$ cat src/rtl/core/sidc_pkg.sv
// Types and constants for the signed integer to decimal ASCII converter.
// No dependencies; imported by every module of the block.
`timescale 1ns / 1ps

package sidc_pkg;

  localparam int INPUT_WIDTH = 32;
  localparam int VALUE_WIDTH = 32;
  localparam int CHAR_WIDTH  = 6;

  // Decimal digits needed for a magnitude of VALUE_WIDTH bits.
  localparam int NUM_DIGITS  = (VALUE_WIDTH * 30103) / 100000 + 1;
  localparam int BCD_WIDTH   = NUM_DIGITS * 4;
  localparam int STEP_CNT_W  = $clog2(VALUE_WIDTH + 1);
  localparam int DIG_CNT_W   = $clog2(NUM_DIGITS + 1);

  localparam logic [CHAR_WIDTH-1:0] ASCII_ZERO  = CHAR_WIDTH'(48);
  localparam logic [CHAR_WIDTH-1:0] ASCII_NINE  = CHAR_WIDTH'(57);
  localparam logic [CHAR_WIDTH-1:0] ASCII_MINUS = CHAR_WIDTH'(45);

  typedef enum logic [2:0] {
    S_IDLE,
    S_CONV,
    S_ALIGN,
    S_SIGN,
    S_DIGIT
  } state_e;

  typedef struct packed {
    logic start;
    logic shift_digit;
  } conv_ctrl_t;

  typedef struct packed {
    logic       busy;
    logic [3:0] top_digit;
  } conv_stat_t;

endpackage

$ cat src/rtl/core/sidc_bin2bcd.sv
// Iterative binary to BCD converter: one shift-and-add-3 step per cycle.
// Also shifts the digit register left by one digit on request. Uses sidc_pkg.
`timescale 1ns / 1ps

module sidc_bin2bcd (
  input  logic                            clk_i,
  input  logic                            rst_ni,
  input  sidc_pkg::conv_ctrl_t            ctrl_i,
  input  logic [sidc_pkg::VALUE_WIDTH-1:0] mag_i,
  output sidc_pkg::conv_stat_t            stat_o
);
  import sidc_pkg::*;

  logic [STEP_CNT_W-1:0]  cnt_q, cnt_d;
  logic [BCD_WIDTH-1:0]   bcd_q, bcd_d;
  logic [VALUE_WIDTH-1:0] mag_q, mag_d;
  logic [BCD_WIDTH-1:0]   adj;

  always_comb begin
    for (int i = 0; i < NUM_DIGITS; i++) begin
      if (bcd_q[i*4 +: 4] >= 4'd5) begin
        adj[i*4 +: 4] = bcd_q[i*4 +: 4] + 4'd3;
      end else begin
        adj[i*4 +: 4] = bcd_q[i*4 +: 4];
      end
    end
  end

  always_comb begin
    cnt_d = cnt_q;
    bcd_d = bcd_q;
    mag_d = mag_q;
    if (ctrl_i.start) begin
      cnt_d = STEP_CNT_W'(VALUE_WIDTH);
      bcd_d = '0;
      mag_d = mag_i;
    end else if (cnt_q != '0) begin
      cnt_d = cnt_q - STEP_CNT_W'(1);
      bcd_d = {adj[BCD_WIDTH-2:0], mag_q[VALUE_WIDTH-1]};
      mag_d = {mag_q[VALUE_WIDTH-2:0], 1'b0};
    end else if (ctrl_i.shift_digit) begin
      bcd_d = {bcd_q[BCD_WIDTH-5:0], 4'b0000};
    end
  end

  always_ff @(posedge clk_i or negedge rst_ni) begin
    if (!rst_ni) begin
      cnt_q <= '0;
    end else begin
      cnt_q <= cnt_d;
    end
  end

  always_ff @(posedge clk_i) begin
    bcd_q <= bcd_d;
    mag_q <= mag_d;
  end

  assign stat_o.busy      = (cnt_q != '0);
  assign stat_o.top_digit = bcd_q[BCD_WIDTH-1 -: 4];

endmodule

$ cat src/rtl/core/signed_int_to_decimal_ascii.sv
// After a request is taken, the BCD unit converts the magnitude, leading zero digits are
// shifted out, then the minus sign (when negative) and the digits are sent. A new request
// is taken only in idle; the BCD unit runs 32 shift-and-add-3 steps per conversion.
// Reset: asynchronous, active low; returns the sequencer to idle, no output pending.
// Top level of the converter; uses sidc_pkg and sidc_bin2bcd.
`timescale 1ns / 1ps

module signed_int_to_decimal_ascii (
  input  logic                                  clk_i,
  input  logic                                  rst_ni,
  input  logic                                  in_valid_i,
  output logic                                  in_stall_o,
  input  logic signed [sidc_pkg::INPUT_WIDTH-1:0] value_i,
  output logic                                  out_valid_o,
  input  logic                                  out_stall_i,
  output logic [sidc_pkg::CHAR_WIDTH-1:0]       char_code_o,
  output logic                                  last_o
);
  import sidc_pkg::*;

  state_e                 state_q, state_d;
  logic                   neg_q, neg_d;
  logic [DIG_CNT_W-1:0]   cnt_q, cnt_d;
  logic [VALUE_WIDTH-1:0] val_low;
  logic [VALUE_WIDTH-1:0] mag;
  conv_ctrl_t             ctrl;
  conv_stat_t             stat;
  logic                   in_acc;
  logic                   out_acc;
  logic                   more_digits;

  assign val_low     = value_i[VALUE_WIDTH-1:0];
  assign in_acc      = in_valid_i && !in_stall_o;
  assign out_acc     = out_valid_o && !out_stall_i;
  assign more_digits = (cnt_q > DIG_CNT_W'(1));

  always_comb begin
    if (val_low[VALUE_WIDTH-1]) begin
      mag = ~val_low + {{(VALUE_WIDTH-1){1'b0}}, 1'b1};
    end else begin
      mag = val_low;
    end
  end

  sidc_bin2bcd u_bin2bcd (
    .clk_i  (clk_i),
    .rst_ni (rst_ni),
    .ctrl_i (ctrl),
    .mag_i  (mag),
    .stat_o (stat)
  );

  always_comb begin
    state_d = state_q;
    unique case (state_q)
      S_IDLE: begin
        if (in_acc) state_d = S_CONV;
      end
      S_CONV: begin
        if (!stat.busy) state_d = S_ALIGN;
      end
      S_ALIGN: begin
        if (!(stat.top_digit == 4'd0 && more_digits)) begin
          state_d = neg_q ? S_SIGN : S_DIGIT;
        end
      end
      S_SIGN: begin
        if (out_acc) state_d = S_DIGIT;
      end
      S_DIGIT: begin
        if (out_acc && !more_digits) state_d = S_IDLE;
      end
      default: state_d = S_IDLE;
    endcase
  end

  always_comb begin
    in_stall_o       = 1'b1;
    out_valid_o      = 1'b0;
    char_code_o      = ASCII_MINUS;
    last_o           = 1'b0;
    ctrl.start       = 1'b0;
    ctrl.shift_digit = 1'b0;
    neg_d            = neg_q;
    cnt_d            = cnt_q;
    unique case (state_q)
      S_IDLE: begin
        in_stall_o = 1'b0;
        ctrl.start = in_valid_i;
        if (in_valid_i) begin
          neg_d = val_low[VALUE_WIDTH-1];
          cnt_d = DIG_CNT_W'(NUM_DIGITS);
        end
      end
      S_CONV: begin
      end
      S_ALIGN: begin
        if (stat.top_digit == 4'd0 && more_digits) begin
          ctrl.shift_digit = 1'b1;
          cnt_d            = cnt_q - DIG_CNT_W'(1);
        end
      end
      S_SIGN: begin
        out_valid_o = 1'b1;
      end
      S_DIGIT: begin
        out_valid_o = 1'b1;
        char_code_o = ASCII_ZERO + {{(CHAR_WIDTH-4){1'b0}}, stat.top_digit};
        last_o      = !more_digits;
        if (out_acc && more_digits) begin
          ctrl.shift_digit = 1'b1;
          cnt_d            = cnt_q - DIG_CNT_W'(1);
        end
      end
      default: begin
      end
    endcase
  end

  always_ff @(posedge clk_i or negedge rst_ni) begin
    if (!rst_ni) begin
      state_q <= S_IDLE;
      neg_q   <= 1'b0;
      cnt_q   <= '0;
    end else begin
      state_q <= state_d;
      neg_q   <= neg_d;
      cnt_q   <= cnt_d;
    end
  end

endmodule

$ cat config.mk
export PLATFORM = sky130hd
export DESIGN_NAME = signed_int_to_decimal_ascii
export DESIGN_NICKNAME = d
export VERILOG_FILES = /design/src/rtl/core/sidc_pkg.sv /design/src/rtl/core/sidc_bin2bcd.sv /design/src/rtl/core/signed_int_to_decimal_ascii.sv
export SDC_FILE = /design/constraint.sdc
export NUM_CORES = 1
export LEC_CHECK = 0
export ABC_AREA = 1
export BUFFER_PORTS_ARGS = -buffer_cell sky130_fd_sc_hd__buf_2
export CORE_MARGIN = 3
export CORE_UTILIZATION = 25
export CTS_CLUSTER_DIAMETER = 80
export DETAILED_ROUTE_END_ITERATION = 16
export SYNTH_ARGS = -nofsm -noshare
export SYNTH_HDL_FRONTEND = slang
export SYNTH_SLANG_ARGS = --single-unit
$ cat constraint.sdc
create_clock -name clk_i -period 3.06 [get_ports clk_i]
set_clock_uncertainty 0.1 [all_clocks]
set_input_delay 0.153 -clock clk_i [delete_from_list [all_inputs] [get_ports clk_i]]
set_output_delay 0.153 -clock clk_i [all_outputs]
set_load 0.01 [all_outputs]
==> metrics.txt <==
final hold vios=0; fill count=2483; top cells by area, synth=edfxtp_1, dfxtp_1, nand2_1, o21ai_0, nor2_1; fmax=479 MHz; gr usage total=0.107; Detailed Place HPWL=9150 um; Synthesized Nets=876; RSZ-0062 raised after global routing=no; fin. max-slew vios=0; die area=0.0250 mm^2; P_sw=2.62 mW; period utilization=0.683; drt drc=0; Rel. slew slack=0.522; CTS clk-pin slew, worst paths=0.07 ns; Critical Path Sink Type=flip-flop; Comb pwr share=0.475; Post-Synthesis Cells=814; clock share of power=0.181; Non-Filler Instances=1137; Setup TNS=0 ns; Arrival @ worst endpoint=2.23 ns; status=completed; I/O Buffers=43; peak supply drop=0.000380 V; via count=5171; Root Buffer=clkbuf_16; pre-CTS WS=0.977 ns; total grt overflow=0; ys flop type=dfxtp_1; maxcap violations=0; postcts setup bufs=0; clk_lat worst skew=0.34 ns; Worst Path Required=3.20 ns; ant diodes=0; initial antenna violation count=0; clk buf depth=2; Crit Path Class=reg -> reg; DP Cell Count=1120; core area=0.0227 mm^2; Sequential Power Share=0.344; area of the multi-input gates=0.00317 mm^2; fin nets=909; setup ws final=0.971 ns; routed wire length=13000 um; DR iter-0 viols=270; worst hold path class=in -> reg; Synth Cell Area=0.00580 mm^2; Area growth syn-to-layout=13.4%; Horiz. Die Dim=158 um; Netlist cell types=47; Pwr Density=955 mW/mm^2; HP Start=value_i[0]; Via density=4.55; Setup violations, final=0; async set-reset flop share out of synthesis=0.163; drt pass-1 iters=8; EDFF count, synth=32; Setup crit start=u_bin2bcd.cnt_q[0]; commonest non-fill, non-tap cell in the layout=nand2_1; Initial Util=0.255; DR WL/cell=11.5 um; # IOs=45; post-synth top area share=0.166; Register Area=0.00211 mm^2; FF+latch count, synth=86; Leakage=2.99 nW; Synth Area per Inst=7.12 um^2; share of cells above drive strength 1=0.112; internal power=3.66 mW; vias in the first global route=4770; Switching Share=0.417; R2R Path Start=u_bin2bcd.cnt_q[0]; clk sinks=86; dominant cell type by area after synthesis=edfxtp_1; Die Y=158 um; most frequent cells in the layout=nand2_1, nor2_1, o21ai_0; post-layout min period=2.09 ns; Seq/Total Area, Yosys=0.364; CTS tree=yes; row cnt=55; hold slack=0.0746 ns; post-route ant nets=0; total number of yosys warnings=0; first-pass GRT wire length=22300 um; gpl congestion=0.849; critical path launch point type=flip-flop; H-tree depth=3; largest net degree at the start of global routing=89; worst-path fanout max=55; Slew @ Worst Pin=0.710 ns; Num CTS Buffers=9
[per-layer routing]
layer | wire (um) | vias to the layer above | global-route usage
met5 | 0 | - | 0
met4 | 129 | 0 | 0.0262
met3 | 400 | 11 | 0.0247
met2 | 5970 | 76 | 0.171
met1 | 6530 | 2349 | 0.146
li1 | - | 2735 | -
[critical path, stage by stage (launching register included)]
cell and delay [ns]:
dfrtp_1 0.40, inv_1 0.08, ha_1 0.23, nand3_4 0.14, buf_4 0.48, nor2_4 0.07
buf_4 0.24, a21oi_1 0.16, nor2_1 0.06
[area by class of cell]
cell class,instances,share of cell area
repair buffers,51,0.0442
clock buffers,13,0.0398
flip-flops and latches,86,0.321
inverters,89,0.0514
well taps,285,0.0543
multi-input cells,610,0.482
clock inverters,3,0.00666
[cell usage after synthesis, types with 2 or more instances]
library cell	n
nand2_1	198
nor2_1	97
o21ai_0	93
inv_1	84
nand3_1	59
dfxtp_1	40
edfxtp_1	32
ha_1	26
a21oi_1	25
xor2_1	25
dfrtp_1	14
nand4_1	14
o21ai_1	14
buf_2	12
a31oi_1	10
a21oi_2	9
clkbuf_1	9
xnor2_1	8
buf_6	5
a22oi_1	3
inv_2	3
nand3_2	3
nor2_2	3
nand2_2	2
nor2_4	2
nor3_1	2
or2_2	2
[per-stage QoR]
stage	util	area, um^2	power, mW
after global routing	0.289	6570	6.95
after detailed placement	0.275	6260	5.16
after CTS	0.289	6570	6.33
after global placement	0.275	6260	5.11
final	0.289	6570	6.28
after floorplan	-	5800	4.54
[final timing paths]
path                       depth (start not counted)                   to  slack [ns]
setup / recovery                                   8  u_bin2bcd.bcd_q[34]        0.97
hold / removal                                     3   u_bin2bcd.mag_q[0]        0.07
setup reg to reg                                   8  u_bin2bcd.bcd_q[34]        0.97
hold reg to reg                                    2   u_bin2bcd.bcd_q[3]        0.38
max in group asynchronous                          2   u_bin2bcd.cnt_q[5]        2.43
min in group asynchronous                          2             cnt_q[3]        0.17
[state kept, by name (all words and copies together) (netlist names)]
register,cells
u_bin2bcd.bcd_q,40
state_q,3
u_bin2bcd.mag_q,32
neg_q,1
cnt_q,4
u_bin2bcd.cnt_q,6
[logic make-up (layout without fill, tap and decap cells)]
kind of cell,Yosys count,after routing,share of synthesized area
fa+ha+maj,26,26,0.0561
compound gates,163,163,0.154
buf+inv,118,156,0.0887
flops,86,86,0.364
other cells,1,1,0.000647
xor+xnor,33,33,0.0499
simple gates,387,387,0.286
[power by group through the flow]
stage | clock (mW) | sequential, mW | combinational (mW)
2_1_floorplan | 0 | 2.09 | 2.45
3_3_place_gp | 0 | 2.16 | 2.94
3_5_place_dp | 0 | 2.18 | 2.98
4_1_cts | 1.17 | 2.16 | 3.00
5_1_grt | 1.22 | 2.23 | 3.50
6_report | 1.14 | 2.16 | 2.98
[timing repair]
action / CTS / global route
hold endpoints to repair: 14 / 0
hold buffers: 1 / 0
resized for setup: 0 / 0
Power figures use the tool's default switching activity.
